File: config.mk
export PLATFORM = sky130hd
export DESIGN_NAME = jpeg_end_and_mp4_start_locator
export DESIGN_NICKNAME = d
export VERILOG_FILES = /design/src/rtl/jemsl_pkg.sv /design/src/rtl/jemsl_in_reg.sv /design/src/rtl/jemsl_parser.sv /design/src/rtl/jemsl_rsp_buf.sv /design/src/rtl/jpeg_end_and_mp4_start_locator.sv
export VERILOG_INCLUDE_DIRS = /design/src /design/src/rtl
export SDC_FILE = /design/constraint.sdc
export NUM_CORES = 1
export LEC_CHECK = 0
export BUFFER_PORTS_ARGS = -buffer_cell sky130_fd_sc_hd__buf_2
export CAP_MARGIN = 20
export CORE_ASPECT_RATIO = 0.75
export CORE_UTILIZATION = 30
export DETAILED_ROUTE_END_ITERATION = 16
export GPL_TIMING_DRIVEN = 0
export PLACE_DENSITY = 0.55
export SLEW_MARGIN = 20
export SYNTH_ARGS = -nofsm -noshare
export SYNTH_HDL_FRONTEND = slang
export SYNTH_SLANG_ARGS = --single-unit
File: constraint.sdc
create_clock -name clock -period 7.4 [get_ports clock]
set_input_delay 0.74 -clock clock [delete_from_list [all_inputs] [get_ports clock]]
set_output_delay 0.74 -clock clock [all_outputs]
set_load 0.01 [all_outputs]
File: src/rtl/jpeg_end_and_mp4_start_locator_defines.svh
// ----------------------------------------------------------------------------
// JPEG end and MP4 start locator: assertion macros
// Shared macros for the concurrent checks of the locator.
// ----------------------------------------------------------------------------
`ifndef JPEG_END_AND_MP4_START_LOCATOR_DEFINES_SVH
`define JPEG_END_AND_MP4_START_LOCATOR_DEFINES_SVH

// The consequent must hold in the same cycle as the antecedent.
`define JEMSL_ASSERT_SAME(label, clk, rst, ante, cons, msg) \
   label: assert property (@(posedge clk) disable iff (rst) (ante) |-> (cons)) \
      else $error(msg);

// The consequent must hold in the cycle after the antecedent.
`define JEMSL_ASSERT_NEXT(label, clk, rst, ante, cons, msg) \
   label: assert property (@(posedge clk) disable iff (rst) (ante) |=> (cons)) \
      else $error(msg);

`endif

File: src/rtl/jemsl_pkg.sv
// ----------------------------------------------------------------------------
// jemsl_pkg
// Types, codes and constants shared by the locator modules.
// ----------------------------------------------------------------------------
package jemsl_pkg;

   localparam int OFFSET_BITS_DEFAULT = 32;
   localparam int RSP_OFFSET_BITS     = 32;
   localparam int BOX_LEAD_BYTES      = 8;
   localparam int MIN_SEG_LEN         = 2;

   localparam logic REQ_DATA = 1'b0;
   localparam logic REQ_END  = 1'b1;

   localparam logic [7:0] MARK_PREFIX = 8'hFF;
   localparam logic [7:0] MARK_SOI    = 8'hD8;
   localparam logic [7:0] MARK_EOI    = 8'hD9;
   localparam logic [7:0] MARK_SOS    = 8'hDA;
   localparam logic [7:0] MARK_RST0   = 8'hD0;
   localparam logic [7:0] MARK_RST7   = 8'hD7;
   localparam logic [7:0] STUFF_ZERO  = 8'h00;

   localparam logic [2:0] MATCH_FULL = 3'd4;

   typedef enum logic [3:0] {
      PH_PREFIX,
      PH_MARKER,
      PH_LEN_HI,
      PH_LEN_LO,
      PH_SKIP,
      PH_SCAN,
      PH_SCAN_FF,
      PH_SEARCH,
      PH_DONE
   } phase_type;

   typedef enum logic [1:0] {
      KIND_JPEG_END,
      KIND_MP4_START,
      KIND_JPEG_FAIL,
      KIND_MP4_MISSING
   } kind_type;

   typedef struct packed {
      kind_type                   kind;
      logic [RSP_OFFSET_BITS-1:0] offset;
   } rsp_beat_type;

   typedef struct packed {
      logic         valid;
      rsp_beat_type beat;
   } parse_result_type;

   typedef struct packed {
      logic      step;
      phase_type phase;
   } parse_status_type;

   // Letters of the box type "ftyp", first letter at index zero.
   function automatic logic [7:0] tag_byte(input logic [1:0] idx);
      logic [7:0] letter;
      case (idx)
         2'd0:    letter = 8'h66;
         2'd1:    letter = 8'h74;
         2'd2:    letter = 8'h79;
         2'd3:    letter = 8'h70;
         default: letter = 8'h66;
      endcase
      return letter;
   endfunction

endpackage

File: src/rtl/jemsl_in_reg.sv
// ----------------------------------------------------------------------------
// jemsl_in_reg
// Input register: holds one request beat until the parser takes it.
// ----------------------------------------------------------------------------
module jemsl_in_reg
   import jemsl_pkg::*;
(
   input  logic       clock,
   input  logic       reset,
   input  logic       req_tvalid,
   output logic       req_tready,
   input  logic [7:0] req_tdata,
   input  logic       req_tuser,
   input  logic       take,
   output logic       item_valid,
   output logic       item_type,
   output logic [7:0] item_byte
);

   logic       valid_ff, valid_in;
   logic       type_ff;
   logic [7:0] byte_ff;
   logic       accept;

   // The register may refill in the same cycle it is drained.
   assign req_tready = !valid_ff || take;
   assign accept     = req_tvalid && req_tready;

   always_comb begin
      valid_in = valid_ff;
      if (accept) begin
         valid_in = 1'b1;
      end else if (take) begin
         valid_in = 1'b0;
      end
   end

   always_ff @(posedge clock) begin
      if (reset) begin
         valid_ff <= 1'b0;
      end else begin
         valid_ff <= valid_in;
      end
   end

   always_ff @(posedge clock) begin
      if (accept) begin
         type_ff <= req_tuser;
         byte_ff <= req_tdata;
      end
   end

   assign item_valid = valid_ff;
   assign item_type  = type_ff;
   assign item_byte  = byte_ff;

endmodule

File: src/rtl/jemsl_parser.sv
// ----------------------------------------------------------------------------
// jemsl_parser
// Marker walker and "ftyp" search: one byte per step, at most one result.
// ----------------------------------------------------------------------------
module jemsl_parser
   import jemsl_pkg::*;
#(
   parameter int OFFSET_BITS = OFFSET_BITS_DEFAULT
)
(
   input  logic             clock,
   input  logic             reset,
   input  logic             step,
   input  logic             item_type,
   input  logic [7:0]       item_byte,
   output parse_result_type result,
   output parse_status_type status
);

   localparam logic [OFFSET_BITS-1:0] OFF_ONE  = OFFSET_BITS'(1);
   localparam logic [OFFSET_BITS-1:0] BOX_LEAD = OFFSET_BITS'(BOX_LEAD_BYTES);
   localparam logic [15:0]            SEG_MIN  = 16'(MIN_SEG_LEN);

   phase_type              phase_ff, phase_in;
   logic [OFFSET_BITS-1:0] off_ff, off_in;
   logic [15:0]            skip_ff, skip_in;
   logic [7:0]             len_hi_ff, len_hi_in;
   logic [2:0]             match_ff, match_in;

   logic [OFFSET_BITS-1:0] cur_off;
   logic [OFFSET_BITS-1:0] box_off;
   logic [15:0]            seg_len;
   logic [15:0]            skip_dec;
   logic [2:0]             match_next;
   phase_type              marker_phase;
   logic                   scan_ignore;

   assign cur_off  = OFFSET_BITS'(off_ff + OFF_ONE);
   assign box_off  = (cur_off >= BOX_LEAD) ? OFFSET_BITS'(cur_off - BOX_LEAD) : '0;
   assign seg_len  = {len_hi_ff, item_byte};
   assign skip_dec = (skip_ff != 16'd0) ? 16'(skip_ff - 16'd1) : skip_ff;

   assign match_next = (item_byte == tag_byte(match_ff[1:0])) ? 3'(match_ff + 3'd1) :
                       ((item_byte == tag_byte(2'd0)) ? 3'd1 : 3'd0);

   assign scan_ignore = (item_byte inside {STUFF_ZERO, MARK_PREFIX, [MARK_RST0:MARK_RST7]});

   // Where a marker code other than the image end leads.
   always_comb begin
      if (item_byte == MARK_SOI) begin
         marker_phase = PH_PREFIX;
      end else if (item_byte == MARK_SOS) begin
         marker_phase = PH_SCAN;
      end else begin
         marker_phase = PH_LEN_HI;
      end
   end

   always_comb begin
      phase_in           = phase_ff;
      off_in             = off_ff;
      skip_in            = skip_ff;
      len_hi_in          = len_hi_ff;
      match_in           = match_ff;
      result.valid       = 1'b0;
      result.beat.kind   = KIND_JPEG_END;
      result.beat.offset = '0;

      if (step) begin
         if (item_type == REQ_END) begin
            if (phase_ff == PH_SEARCH) begin
               result.valid     = 1'b1;
               result.beat.kind = KIND_MP4_MISSING;
            end else if (phase_ff != PH_DONE) begin
               result.valid     = 1'b1;
               result.beat.kind = KIND_JPEG_FAIL;
            end
            phase_in  = PH_PREFIX;
            off_in    = '0;
            skip_in   = '0;
            len_hi_in = '0;
            match_in  = '0;
         end else begin
            off_in = cur_off;
            case (phase_ff)
               PH_PREFIX: begin
                  if (item_byte == MARK_PREFIX) begin
                     phase_in = PH_MARKER;
                  end else begin
                     phase_in         = PH_SEARCH;
                     match_in         = '0;
                     result.valid     = 1'b1;
                     result.beat.kind = KIND_JPEG_FAIL;
                  end
               end
               PH_MARKER, PH_SCAN_FF: begin
                  if (phase_ff == PH_SCAN_FF && scan_ignore) begin
                     phase_in = PH_SCAN;
                  end else if (item_byte == MARK_EOI) begin
                     phase_in           = PH_SEARCH;
                     match_in           = '0;
                     result.valid       = 1'b1;
                     result.beat.kind   = KIND_JPEG_END;
                     result.beat.offset = RSP_OFFSET_BITS'(cur_off);
                  end else begin
                     phase_in = marker_phase;
                  end
               end
               PH_LEN_HI: begin
                  len_hi_in = item_byte;
                  phase_in  = PH_LEN_LO;
               end
               PH_LEN_LO: begin
                  if (seg_len < SEG_MIN) begin
                     phase_in         = PH_SEARCH;
                     match_in         = '0;
                     result.valid     = 1'b1;
                     result.beat.kind = KIND_JPEG_FAIL;
                  end else if (seg_len == SEG_MIN) begin
                     phase_in = PH_PREFIX;
                  end else begin
                     skip_in  = 16'(seg_len - SEG_MIN);
                     phase_in = PH_SKIP;
                  end
               end
               PH_SKIP: begin
                  skip_in = skip_dec;
                  if (skip_dec == 16'd0) begin
                     phase_in = PH_PREFIX;
                  end
               end
               PH_SCAN: begin
                  if (item_byte == MARK_PREFIX) begin
                     phase_in = PH_SCAN_FF;
                  end
               end
               PH_SEARCH: begin
                  match_in = match_next;
                  if (match_next >= MATCH_FULL) begin
                     match_in           = '0;
                     phase_in           = PH_DONE;
                     result.valid       = 1'b1;
                     result.beat.kind   = KIND_MP4_START;
                     result.beat.offset = RSP_OFFSET_BITS'(box_off);
                  end
               end
               default: begin
                  phase_in = PH_DONE;
               end
            endcase
         end
      end
   end

   always_ff @(posedge clock) begin
      if (reset) begin
         phase_ff  <= PH_PREFIX;
         off_ff    <= '0;
         skip_ff   <= '0;
         len_hi_ff <= '0;
         match_ff  <= '0;
      end else begin
         phase_ff  <= phase_in;
         off_ff    <= off_in;
         skip_ff   <= skip_in;
         len_hi_ff <= len_hi_in;
         match_ff  <= match_in;
      end
   end

   assign status.step  = step;
   assign status.phase = phase_ff;

endmodule

File: src/rtl/jemsl_rsp_buf.sv
// ----------------------------------------------------------------------------
// jemsl_rsp_buf
// Two-entry result register: full rate while streaming, absorbs one stall.
// ----------------------------------------------------------------------------
module jemsl_rsp_buf
   import jemsl_pkg::*;
(
   input  logic                       clock,
   input  logic                       reset,
   input  logic                       push,
   input  rsp_beat_type               push_beat,
   output logic                       space,
   output logic                       rsp_tvalid,
   input  logic                       rsp_tready,
   output logic [RSP_OFFSET_BITS-1:0] rsp_tdata,
   output logic [1:0]                 rsp_tuser
);

   rsp_beat_type entry_ff [2];
   logic         wr_ptr_ff, wr_ptr_in;
   logic         rd_ptr_ff, rd_ptr_in;
   logic [1:0]   count_ff, count_in;
   logic         pop;

   assign rsp_tvalid = (count_ff != 2'd0);
   assign pop        = rsp_tvalid && rsp_tready;
   assign space      = (count_ff != 2'd2);

   always_comb begin
      wr_ptr_in = push ? !wr_ptr_ff : wr_ptr_ff;
      rd_ptr_in = pop ? !rd_ptr_ff : rd_ptr_ff;
      count_in  = count_ff;
      if (push && !pop) begin
         count_in = 2'(count_ff + 2'd1);
      end else if (pop && !push) begin
         count_in = 2'(count_ff - 2'd1);
      end
   end

   always_ff @(posedge clock) begin
      if (reset) begin
         wr_ptr_ff <= 1'b0;
         rd_ptr_ff <= 1'b0;
         count_ff  <= 2'd0;
      end else begin
         wr_ptr_ff <= wr_ptr_in;
         rd_ptr_ff <= rd_ptr_in;
         count_ff  <= count_in;
      end
   end

   always_ff @(posedge clock) begin
      if (push) begin
         entry_ff[wr_ptr_ff] <= push_beat;
      end
   end

   assign rsp_tdata = entry_ff[rd_ptr_ff].offset;
   assign rsp_tuser = entry_ff[rd_ptr_ff].kind;

endmodule

File: src/rtl/jpeg_end_and_mp4_start_locator.sv
// ----------------------------------------------------------------------------
// jpeg_end_and_mp4_start_locator
// Finds where a JPEG image ends and an appended MP4 box starts in a file.
// ----------------------------------------------------------------------------
// The file enters on the req_ channel one byte per beat: req_tdata holds the
// byte and req_tuser marks the end of the stream, which also clears all
// parsing state so the next file can follow at once. Each beat gives zero or
// one result on the rsp_ channel: rsp_tuser holds the kind (image end, MP4
// start, parse failure, MP4 start not found) and rsp_tdata the byte offset.
// A beat waits in the input register until the parser steps on it, which
// needs room in the result register behind rsp_; the step writes its result
// there. One beat is taken every cycle while the result register has room;
// the marker walker and the four-letter search are a single state update.
// The result register holds two beats, so while the receiver drops
// rsp_tready the block still takes a beat until both are full, and then
// req_tready falls until the receiver drains one. Synchronous reset empties
// both registers, returns the parser to expecting a marker prefix and zeroes
// the byte counter.
// ----------------------------------------------------------------------------
`include "jpeg_end_and_mp4_start_locator_defines.svh"

module jpeg_end_and_mp4_start_locator
   import jemsl_pkg::*;
#(
   parameter int OFFSET_BITS = OFFSET_BITS_DEFAULT
)
(
   input  logic                       clock,
   input  logic                       reset,
   // Request channel.
   input  logic                       req_tvalid,
   output logic                       req_tready,
   input  logic [7:0]                 req_tdata,  // [7:0] data_byte
   input  logic                       req_tuser,  // [0] req_type
   // Result channel.
   output logic                       rsp_tvalid,
   input  logic                       rsp_tready,
   output logic [RSP_OFFSET_BITS-1:0] rsp_tdata,  // [31:0] offset
   output logic [1:0]                 rsp_tuser   // [1:0] found_kind
);

   logic             item_valid;
   logic             item_type;
   logic [7:0]       item_byte;
   logic             buf_space;
   logic             step;
   parse_result_type result;
   parse_status_type status;

   // Terms of the checks below.
   logic             step_room;
   logic             end_step;
   logic             prefix_phase;
   logic             zero_kind_push;
   logic             zero_off;

   // The parser only advances when the result register can take its beat.
   assign step = item_valid && buf_space;

   jemsl_in_reg u_in_reg (
      .clock      (clock),
      .reset      (reset),
      .req_tvalid (req_tvalid),
      .req_tready (req_tready),
      .req_tdata  (req_tdata),
      .req_tuser  (req_tuser),
      .take       (step),
      .item_valid (item_valid),
      .item_type  (item_type),
      .item_byte  (item_byte)
   );

   jemsl_parser #(
      .OFFSET_BITS (OFFSET_BITS)
   ) u_parser (
      .clock     (clock),
      .reset     (reset),
      .step      (step),
      .item_type (item_type),
      .item_byte (item_byte),
      .result    (result),
      .status    (status)
   );

   jemsl_rsp_buf u_rsp_buf (
      .clock      (clock),
      .reset      (reset),
      .push       (result.valid),
      .push_beat  (result.beat),
      .space      (buf_space),
      .rsp_tvalid (rsp_tvalid),
      .rsp_tready (rsp_tready),
      .rsp_tdata  (rsp_tdata),
      .rsp_tuser  (rsp_tuser)
   );

   assign step_room      = status.step && buf_space;
   assign end_step       = status.step && (item_type == REQ_END);
   assign prefix_phase   = (status.phase == PH_PREFIX);
   assign zero_kind_push = result.valid && (result.beat.kind == KIND_JPEG_FAIL ||
                                            result.beat.kind == KIND_MP4_MISSING);
   assign zero_off       = (result.beat.offset == '0);

   // A result is only produced by a step that had room in the result register.
   `JEMSL_ASSERT_SAME(a_push_has_room, clock, reset, result.valid, step_room, "no room")

   // An end-of-stream beat always leaves the parser expecting a marker prefix.
   `JEMSL_ASSERT_NEXT(a_end_clears, clock, reset, end_step, prefix_phase, "parser not cleared")

   // Failure and not-found results carry a zero offset.
   `JEMSL_ASSERT_SAME(a_fail_zero_off, clock, reset, zero_kind_push, zero_off, "nonzero offset")

endmodule
==> impl_results.md, run 1 <==
- Outcome: finished clean
- Hold crit path type: primary input to register
- Global placement routability congestion: 0.900
- CTS buffer count: 17
- Post-CTS setup buffers: 0
- Initial core utilization: 0.307
- Area occupied by multi-input gates: 4540 µm²
- R2R Setup Slk: 3310 ps
- Synth top area share: 0.268
- Io pins: 49
- Clock root cell: clkbuf_16
- Core region area: 28100 µm²
- Drt drc: 0
- Wirelength, routed: 24400 µm
- Power density cells: roughly 230 nW/µm²
- Library cells used by synthesis: 75
- Dominant synthesized flop cell: edfxtp_1
- ANT cells: 0
- Worst relative slew slack: 0.293
- Syn Inst Count: approximately 940
- RR Endpoint: u_rsp_buf.entry_ff[0][23]$_DFFE_PP_
- Internal: 0.00159 W
- Arrival @ worst endpoint: roughly 4200 ps
- Max-Cap Viols: 0
- Worst Max-Slew Pin Slew: 1050 ps
- Commonest cells post-synth: nor2_1 (111), edfxtp_1 (77), nand2_1 (70), dfxtp_1 (69), a21oi_1 (57)
- Simple-Gate Fraction of Synth Area: 0.226
- Critical Path RT: 7540 ps
- EDFF count, synth: 77
- Initial antenna violation count: 0
- Adder-Cell Fraction of Synth Area: 0.0160
- Yosys warns: 0
- Final Max Slew Viols: 0
- Mapped Nets: 961
- Crit Path Class: register to register
- Synthesized area per cell: 9.20 µm²
- Final hold slack: approximately 470 ps
- Compound-cell area share of the yosys netlist: 0.159
- VDD IR max: 157 µV
- CP Launch Type: register
- Final setup fails: 0
- Ys async rst share: 0
- First-pass GRT wire length: ~38000 µm
- DRT iter0 DRCs: around 690
- Total Power: roughly 0.0023 W
- Switching fraction of total power: 0.309
- Total Routing Usage GR: 0.168
- Reg-to-Reg Start: u_parser.off_ff[1]$_SDFFE_PP0P_
- Die height: roughly 150 µm
- Origin of the worst setup path: u_parser.off_ff[1]$_SDFFE_PP0P_
- Crit. End Element: register
- Synth area leaders: edfxtp_1 (27%), dfxtp_1 (16%), nor2_1 (4.8%), mux2_2 (4.6%), xnor2_1 (4.3%)
- Number of global-route vias before repair: between 6000 and 7000
- Count leader, synth: nor2_1
- Insertion delay to the later sink of the worst-skew pair: 450 ps
- Hold depth: 1
- RSZ-0062 raised after global routing: no
- CTS resizes: 0
- Post-Synth XOR/XNOR Area: 0.0691
- Sequential cell area: 3690 µm²
- Clk pin slew, worst setup/hold paths: ~60 ps
- WL per Instance: 17.4 µm
- Gr ovfl total: 0
- Sequential share of the synthesized area: 0.428
- Synth Cell Area: 8620 µm²
- FF-to-FF path depth: 12
- Tcrit/Tclk final: 0.553
- Final setup TNS: 0 ps
- CTS tree: done
- Routed Antenna Nets: 0
- H-tree levels: 4
- Worst setup endpoint: u_rsp_buf.entry_ff[0][23]$_DFFE_PP_
- Fill count: 2899
- # rows: 53
- Via density: approximately 5.2
- DP Wirelength: 17800 µm
- Share of cells above drive strength 1: 0.168
- DR pass1 iterations: 5
- Multiplexer share of the synthesized area: 0.0550
- P&R area growth vs syn: 15.7%
- Clk_skew: approximately 17 ps
- Main combinational cell family by area after synthesis: simple AND/OR/NAND/NOR gates
- Net Sw Power: roughly 0.00071 W
- Clock Power Share: 0.361
- Pin count of the biggest net entering global routing: 23
- Hold-fix buffers, CTS: 0
- DR vias: about 7300
- Most area-hungry cell type in the Yosys netlist: edfxtp_1
- Die area: 29400 µm²
- Final Hold Fails: 0
- Largest fanout on the critical path: 10
- Crit path time final: slightly above 4000 ps
- Logic pwr share: 0.232
- Leakage: 3.56 nW
- Final #Nets: 1031
- Seq cells post-synth: 146
- Buffers on Ports: 47
- Max Clk Rate: 0.244 GHz
- CTS max path bufs: 2
- Seq pwr share: 0.407
- Clk sinks: 146
- Die X-Extent: 198 µm
final cells by class:
type                       count  share of cell area
clock buffer                  20              0.0448
inverter                      17             0.00640
buffer                        71              0.0340
multi-input combinational    703               0.456
clock inverter                12              0.0107
tap                          385              0.0483
timing repair buffer          51              0.0299
sequential                   146               0.370
metrics by stage:
step | util | std cells | setup slack [ps] | area, µm²
final | 0.355 | 1405 | 3310 | 9970
after global routing | 0.355 | 1405 | 3080 | 9970
after CTS | 0.355 | 1405 | 3370 | 9970
after detailed placement | 0.335 | 1373 | 3410 | 9420
after global placement | 0.332 | 1369 | 1230 | 9340
after floorplan | - | 937 | 3320 | 8620
power groups by stage:
stage	sequential, W	clock (W)	combinational, W
after global placement	0.000957	0	0.000524
final	0.000939	0.000834	0.000536
after global routing	0.000945	0.000884	0.000588
after CTS	0.000939	0.000851	0.000538
after detailed placement	0.000956	0	0.000534
after floorplan	0.000949	0	0.000356
worst max-delay path: stages (launching register included):
cell     delay (ps)
dfxtp_1         480
ha_1            200
buf_2           190
nand4_1         320
nor4_4          650
nand4_1         220
xor2_1          300
o21ai_2         180
nor4_4          430
a21o_1          160
buf_2           240
buf_4           250
o22ai_1         150
layer usage:
| metal | GRT usage | vias to the layer above | share of wire |
|---|---|---|---|
| li1 | - | 3573 | - |
| met1 | 0.266 | 3508 | 0.54 |
| met2 | 0.226 | 192 | 0.40 |
| met3 | 0.0319 | 17 | 0.051 |
| met4 | 0.0469 | 0 | 0.011 |
| met5 | 0 | - | 0 |
how the worst min path moves through the flow:
stage,start,to,slack (ps)
3_5_place_dp,u_parser.skip_ff[11]$_SDFFE_PP0P_,u_parser.skip_ff[11]$_SDFFE_PP0P_,480
6_report,req_tdata[3],u_in_reg.item_byte[3]$_DFFE_PP_,470
5_1_grt,req_tdata[0],u_in_reg.item_byte[0]$_DFFE_PP_,460
4_1_cts,req_tdata[3],u_in_reg.item_byte[3]$_DFFE_PP_,460
2_1_floorplan,u_parser.skip_ff[11]$_SDFFE_PP0P_,u_parser.skip_ff[11]$_SDFFE_PP0P_,450
3_3_place_gp,u_parser.skip_ff[11]$_SDFFE_PP0P_,u_parser.skip_ff[11]$_SDFFE_PP0P_,480
layout by cell type, fill, tap and decap left out, types with 5 or more instances in the layout:
cell type,instances
buf_1,5
o21ai_0,47
nand3b_1,5
or4_1,8
and3_1,12
o21a_1,6
mux2_2,35
nand2b_1,9
xnor2_1,42
a211oi_1,6
nor2b_1,7
inv_1,17
nand3_1,26
buf_2,63
ha_1,11
nor4_1,13
a31oi_1,10
dfxtp_1,69
o22ai_1,9
nor2_1,111
buf_4,8
mux2i_1,8
o211ai_1,5
clkbuf_16,17
a21oi_1,57
and2_1,7
edfxtp_1,77
nand2_1,70
nor3_1,35
a22oi_1,24
nand4_1,13
xor2_1,26
or3_1,13
o21ai_1,6
nor3b_1,6
clkbuf_1,42
and4_1,7
registers in the layout (all words and copies together) (netlist names), named ones only:
register	count
u_rsp_buf.rd_ptr_ff	1
u_parser.match_ff	3
u_parser.off_ff	32
u_rsp_buf.count_ff	2
u_in_reg.item_valid	1
u_rsp_buf.entry_ff	68
u_in_reg.item_type	1
u_parser.skip_ff	16
u_in_reg.item_byte	8
u_parser.phase_ff	4
u_rsp_buf.wr_ptr_ff	1
u_parser.len_hi_ff	8
logic make-up after synthesis:
group	Yosys count
DFF	146
xor gates and xnor gates	68
AOI/OAI and AO/OA	210
muxes	43
buffers and inverters	88
and+or+nand+nor	371
adders and majority gates	11
Note: power is estimated with default switching activity, not from simulation.
==> run 2, diff against run 1 <==
clock period = 4 ns   (was 7.4 ns; I/O delays follow)
==> run 2 against run 1 <==
Core utilization increased by 0.48 points; global-route usage up 0.21 points; register-to-register slack worse by 3100 ps; hold slack got worse by 330 ps; final area increased by 1.3%; sequential power rose by 84%; critical endpoint is now u_rsp_buf.entry_ff[1][24]$_DFFE_PP_; largest cell class unchanged; highest routed layer unchanged.
==> impl_results.md, run 2 (synthesis results as in run 1) <==
- RSZ-0062 raised after global routing: no
- Clk_skew: 12.1 ps (-5.15 ps)
- Worst Max-Slew Pin Slew: 1050 ps (-2.11 ps)
- # rows: 53 (unchanged)
- First-pass GRT wire length: 38100 µm (+1.3%)
- Most common cell after layout, fill and taps aside: nor2_1
- DR pass1 iterations: 7 (+2)
- Number of global-route vias before repair: 6555 (+0.38%)
- Clk pin slew, worst setup/hold paths: 70 ps (about the same)
- Switching fraction of total power: 0.312 (+0.00295)
- Internal: 0.00303 W (+90%)
- H-tree levels: 4 (unchanged)
- FF-to-FF path depth: 15 (+3)
- Logic pwr share: 0.231 (about the same)
- Outcome: finished clean
- Die area: 29400 µm² (unchanged)
- Initial core utilization: 0.307 (unchanged)
- CTS tree: done
- Final #Nets: 1041 (+0.97%)
- Critical Path RT: 4110 ps (-3430 ps)
- Share of cells above drive strength 1: 0.181 (+0.0129)
- Seq pwr share: 0.394 (-0.013)
- Hold-fix buffers, CTS: 0 (unchanged)
- Tcrit/Tclk final: 0.950 (+0.396)
- Initial antenna violation count: 0 (unchanged)
- Hold depth: 1 (unchanged)
- Largest fanout on the critical path: 10 (unchanged)
- Final Max Slew Viols: 0 (unchanged)
- Insertion delay to the later sink of the worst-skew pair: 440 ps (about the same)
- Clock Power Share: 0.375 (+0.014)
- DRT iter0 DRCs: 640 (-7.6%)
- Max reg flops: 68 (unchanged)
- Global placement routability congestion: 0.906 (+0.74%)
- Commonest cells after routing, fill and taps aside: nor2_1 (111), edfxtp_1 (77), nand2_1 (70)
- Net Sw Power: 0.00137 W (+92%)
- CP Launch Type: register
- Power density cells: 435 nW/µm² (+88%)
- Worst relative slew slack: 0.294 (+0.00141)
- Leakage: 3.65 nW (+2.5%)
- DR vias: 7411 (+1.7%)
- Core region area: 28100 µm² (unchanged)
- Finished Core Util: 0.359 (+0.00476)
- Clock root cell: clkbuf_16
- Arrival @ worst endpoint: 3910 ps (-330 ps)
- Top flop regs: u_rsp_buf.entry_ff x68, u_parser.off_ff x32, u_parser.skip_ff x16
- Die X-Extent: 198 µm (unchanged)
- VDD IR max: 288 µV (+84%)
- WL per Instance: 17.4 µm (+0.34%)
- Die height: 149 µm (unchanged)
- CTS buffer count: 17 (unchanged)
- Hold crit path type: primary input to register
- Max-Cap Viols: 0 (unchanged)
- Max Clk Rate: 0.263 GHz (+7.8%)
- Final setup fails: 0 (unchanged)
- Crit path time final: 3800 ps (-296 ps)
- Drt drc: 0 (unchanged)
- Clk sinks: 146 (unchanged)
- Routed Antenna Nets: 0 (unchanged)
- Io pins: 49 (unchanged)
- ANT cells: 0 (unchanged)
- Pin count of the biggest net entering global routing: 22 (-4.3%)
- Crit. End Element: register
- Gr ovfl total: 0 (unchanged)
- Total Routing Usage GR: 0.170 (+0.00208)
- Wirelength, routed: 24700 µm (+1.1%)
- Final Hold Fails: 0 (unchanged)
- Crit Path Class: register to register
- P&R area growth vs syn: 17.2%
- Total Power: 0.00440 W (+91%)
- DP Wirelength: 17900 µm (+0.28%)
- Via density: 5.24 (+0.94%)
- Largest Register: u_rsp_buf.entry_ff
- Buffers on Ports: 47 (unchanged)
- CTS max path bufs: 2 (unchanged)
## run 2: area by class of cell
class	count	area, µm²
plain buffers	71	339
clock buffers	17	425
clock inverters	15	169
fillers	2914	18000
inverters	17	63.8
multi-input cells	703	4550
flip-flops and latches	146	3690
well taps	385	482
repair buffers	61	380
## run 2: worst paths after layout
path,from,to,slack [ps]
setup / recovery,u_parser.off_ff[1]$_SDFFE_PP0P_,u_rsp_buf.entry_ff[1][24]$_DFFE_PP_,200
hold / removal,req_tdata[2],u_in_reg.item_byte[2]$_DFFE_PP_,140
setup reg to reg,u_parser.off_ff[1]$_SDFFE_PP0P_,u_rsp_buf.entry_ff[1][24]$_DFFE_PP_,200
hold reg to reg,u_parser.skip_ff[11]$_SDFFE_PP0P_,u_parser.skip_ff[11]$_SDFFE_PP0P_,490
## run 2: routing by layer
metal,track usage,share of wire,up-vias
li1,-,-,3599
met5,0,0,-
met1,0.273,0.53,3566
met2,0.227,0.40,227
met3,0.0278,0.059,19
met4,0.0488,0.012,0
## run 2: power by group through the flow
| stage | registers [W] | logic [W] | clock network (W) |
|---|---|---|---|
| 6_report | 0.00173 | 0.00101 | 0.00165 |
| 5_1_grt | 0.00174 | 0.00111 | 0.00175 |
| 4_1_cts | 0.00173 | 0.000998 | 0.00168 |
| 3_5_place_dp | 0.00177 | 0.000991 | 0 |
| 3_3_place_gp | 0.00177 | 0.000969 | 0 |
| 2_1_floorplan | 0.00175 | 0.000658 | 0 |
## run 2: per-stage QoR
stage	cell area, µm²	hold slack (ps)	setup WS, ps	setup TNS [ps]	cells
finish	10100	143	202	0	1415
global placement	9340	481	-1110	-69510	1369
global route	10100	120	8.32	0	1415
CTS	10000	125	61.0	0	1405
floorplan	8620	453	547	0	937
detailed placement	9430	488	9.57	0	1373
## run 2: what timing repair did
item                                    CTS  global route
gates resized for setup                   0             2
hold endpoints to repair                  0             0
buffers inserted                          0            10
endpoints found under the setup margin    8            67
pin swaps                                 1             3
## run 2: critical path: stages (launching register included)
cell and delay [ps]:
dfxtp_1 500, ha_1 210, buf_2 190, and4_1 200
buf_2 180, nand4_1 250, nor2_1 190, xnor2_1 290
nand3b_1 130, buf_4 180, nor4_2 290, buf_4 240
a21oi_4 100, buf_2 230, o21ai_0 100, o21ai_0 200
==> run 3, diff against run 2 <==
SKIP_CTS_REPAIR_TIMING = 1   (was unset)
SYNTH_HIERARCHICAL = 1   (was unset)
==> run 3 against run 2 <==
Clock skew rose by 0.77 ps; area after synthesis rose by 5.9%; highest routed layer unchanged; largest power group unchanged; critical endpoint is now u_rsp_buf/entry_ff[0][27]$_DFFE_PP_; power rose by 2.3%.
==> impl_results.md, run 3 <==
- Outcome: finished clean
- CP Launch Type: register
- Origin of the worst setup path: u_parser/off_ff[1]$_SDFFE_PP0P_
- Crit. End Element: register
- CTS buffer count: 17 (unchanged)
- Share of cells above drive strength 1: 0.180 (-0.000345)
- Worst relative slew slack: 0.477 (+0.182)
- DR WL met2: 11100 µm (+13%)
- DR vias: 8245 (+11%)
- Routed Antenna Nets: 0 (unchanged)
- Critical Path RT: 4130 ps (+20 ps)
- Arrival @ worst endpoint: 4040 ps (+130 ps)
- Final WS setup: 94.3 ps (-107 ps)
- Max reg flops: 68 (unchanged)
- Reg-to-Reg Start: u_parser/off_ff[1]$_SDFFE_PP0P_
- Leakage: 3.74 nW (+2.4%)
- Largest Register: u_rsp_buf/entry_ff
- Buffers on Ports: 48 (+2.1%)
- Logic pwr share: 0.228 (-0.003)
- Slowest cell on crit path: or4_1
- Syn Inst Count: 1009 (+7.7%)
- Final setup TNS: 0 ps (unchanged)
- Max Clk Rate: 0.256 GHz (-2.7%)
- Wirelength, routed: 27300 µm (+11%)
- CP Buf/Inv Count: 3 (-2)
- Total Routing Usage GR: 0.174 (+0.00367)
- Top flop regs: u_rsp_buf/entry_ff x68, u_parser/off_ff x32, u_parser/skip_ff x16
- Final #Nets: 1104 (+6.1%)
- Max-Cap Viols: 0 (unchanged)
- Net Sw Power: 0.00133 W (-3.1%)
- Routed length on met1: 13300 µm (+1.1%)
- Switching fraction of total power: 0.296 (-0.0165)
- Commonest cells after routing, fill and taps aside: nor2_1 (131), edfxtp_1 (77), a21oi_1 (72)
- Setup WS pre-CTS: -425 ps (-435 ps)
- Number of global-route vias before repair: 7481 (+14%)
- Top Layer Used: met4
- CTS tree: done
- Largest fanout on the critical path: 10 (unchanged)
- Die X-Extent: 203 µm (+2.9%)
- Met3 wire length: 2490 µm (+70%)
- Die area: 31100 µm² (+5.9%)
- Clk pin slew, worst setup/hold paths: 70 ps (about the same)
- Power density cells: 424 nW/µm² (-2.6%)
- Total Power: 0.00450 W (+2.3%)
- Core region area: 29500 µm² (+5.0%)
- Clk sinks: 146 (unchanged)
- Via density: 5.55 (+6.0%)
- Die height: 153 µm (+2.9%)
- Most common cell after layout, fill and taps aside: nor2_1
- Initial core utilization: 0.309 (+0.00266)
- Initial antenna violation count: 0 (unchanged)
- Crit path time final: 3910 ps (+107 ps)
- Crit-path leading delay family: simple AND/OR/NAND/NOR gates
- Hold_sp: req_tuser
- H-tree levels: 4 (unchanged)
- CTS max path bufs: 2 (unchanged)
- Pin count of the biggest net entering global routing: 28 (+27%)
- Drt drc: 0 (unchanged)
- Gr ovfl total: 0 (unchanged)
- Yosys warns: 6 (+6)
- Io pins: 49 (unchanged)
- Clk_skew: 12.9 ps (+0.773 ps)
- Mapped Nets: 1033 (+7.5%)
- Tcrit/Tclk final: 0.976 (+0.0268)
- First-pass GRT wire length: 42200 µm (+11%)
- Global placement routability congestion: 0.904 (-0.30%)
- WL per Instance: 18.4 µm (+5.3%)
- Seq pwr share: 0.389 (-0.005)
- DR pass1 iterations: 7 (unchanged)
- Synthesized area per cell: 9.05 µm² (-1.6%)
- ANT cells: 0 (unchanged)
- Crit-path cells: ha_1 -> buf_2 -> nand4_2 -> or4_1 -> clkbuf_1 -> a2111oi_1 -> a211o_1 -> o21a_4 -> nand4_4 -> nand2_4 -> buf_6 -> o221ai_2
- DP Wirelength: 19700 µm (+10%)
- # rows: 54 (+1.9%)
- Final Hold Fails: 0 (unchanged)
- Finished Core Util: 0.359 (about the same)
- VDD IR max: 277 µV (-3.8%)
- Final Max Slew Viols: 0 (unchanged)
- Insertion delay to the later sink of the worst-skew pair: 430 ps (about the same)
- Clock Power Share: 0.383 (+0.008)
- Clock root cell: clkbuf_16
- CP max stage delay: 570 ps (+70 ps)
- P&R area growth vs syn: 16.1%
- Crit Path Class: register to register
- Hold crit path type: primary input to register
- Final hold slack: 140 ps (-3.13 ps)
- Internal: 0.00317 W (+4.7%)
- Worst Max-Slew Pin Slew: 785 ps (-265 ps)
- Final setup fails: 0 (unchanged)
- DRT iter0 DRCs: 892 (+39%)
- Synth Cell Area: 9130 µm² (+5.9%)
run 3: worst paths after layout:
check / endpoint / slack, ps / depth (start not counted)
min: u_in_reg/item_type$_DFFE_PP_ / 140 / 1
max reg2reg: u_rsp_buf/entry_ff[0][27]$_DFFE_PP_ / 90 / 12
max: u_rsp_buf/entry_ff[0][27]$_DFFE_PP_ / 90 / 12
min reg2reg: u_parser/skip_ff[14]$_SDFFE_PP0P_ / 500 / 2
run 3: routing by layer:
| metal | up-vias | global-route usage |
|---|---|---|
| met2 | 373 | 0.245 |
| met4 | 0 | 0.0505 |
| met5 | - | 0 |
| met3 | 37 | 0.0354 |
| met1 | 3955 | 0.263 |
| li1 | 3880 | - |
run 3: final cells by class:
type	instances	area (µm²)
Fill cell	2988	18900
Multi-Input combinational cell	762	4980
Sequential cell	146	3690
Tap cell	392	490
Clock buffer	18	429
Buffer	78	422
Timing Repair Buffer	52	295
Clock inverter	14	203
Inverter	23	86.3
run 3: through the flow:
| stage | instances | instance area, µm² |
|---|---|---|
| 5_1_grt | 1485 | 10600 |
| 4_1_cts | 1484 | 10600 |
| 3_3_place_gp | 1449 | 9860 |
| 2_1_floorplan | 1009 | 9130 |
| 6_report | 1485 | 10600 |
| 3_5_place_dp | 1452 | 9920 |
run 3: worst reg2reg max path, delay by kind of cell, from the launching register on:
family	cells	cell delay, ps
flip-flops	1	410
buffers and inverters	3	620
AO/OA/AOI/OAI	4	1120
adder cells (fa/ha/maj)	1	160
AND/OR/NAND/NOR	4	1290
run 3: power groups by stage:
stage | Clock [W] | Sequential, W | Combinational, W
global route | 0.00181 | 0.00176 | 0.00112
finish | 0.00173 | 0.00175 | 0.00102
CTS | 0.00175 | 0.00175 | 0.00103
detailed placement | 0 | 0.00178 | 0.00102
global placement | 0 | 0.00178 | 0.00101
floorplan | 0 | 0.00177 | 0.000683
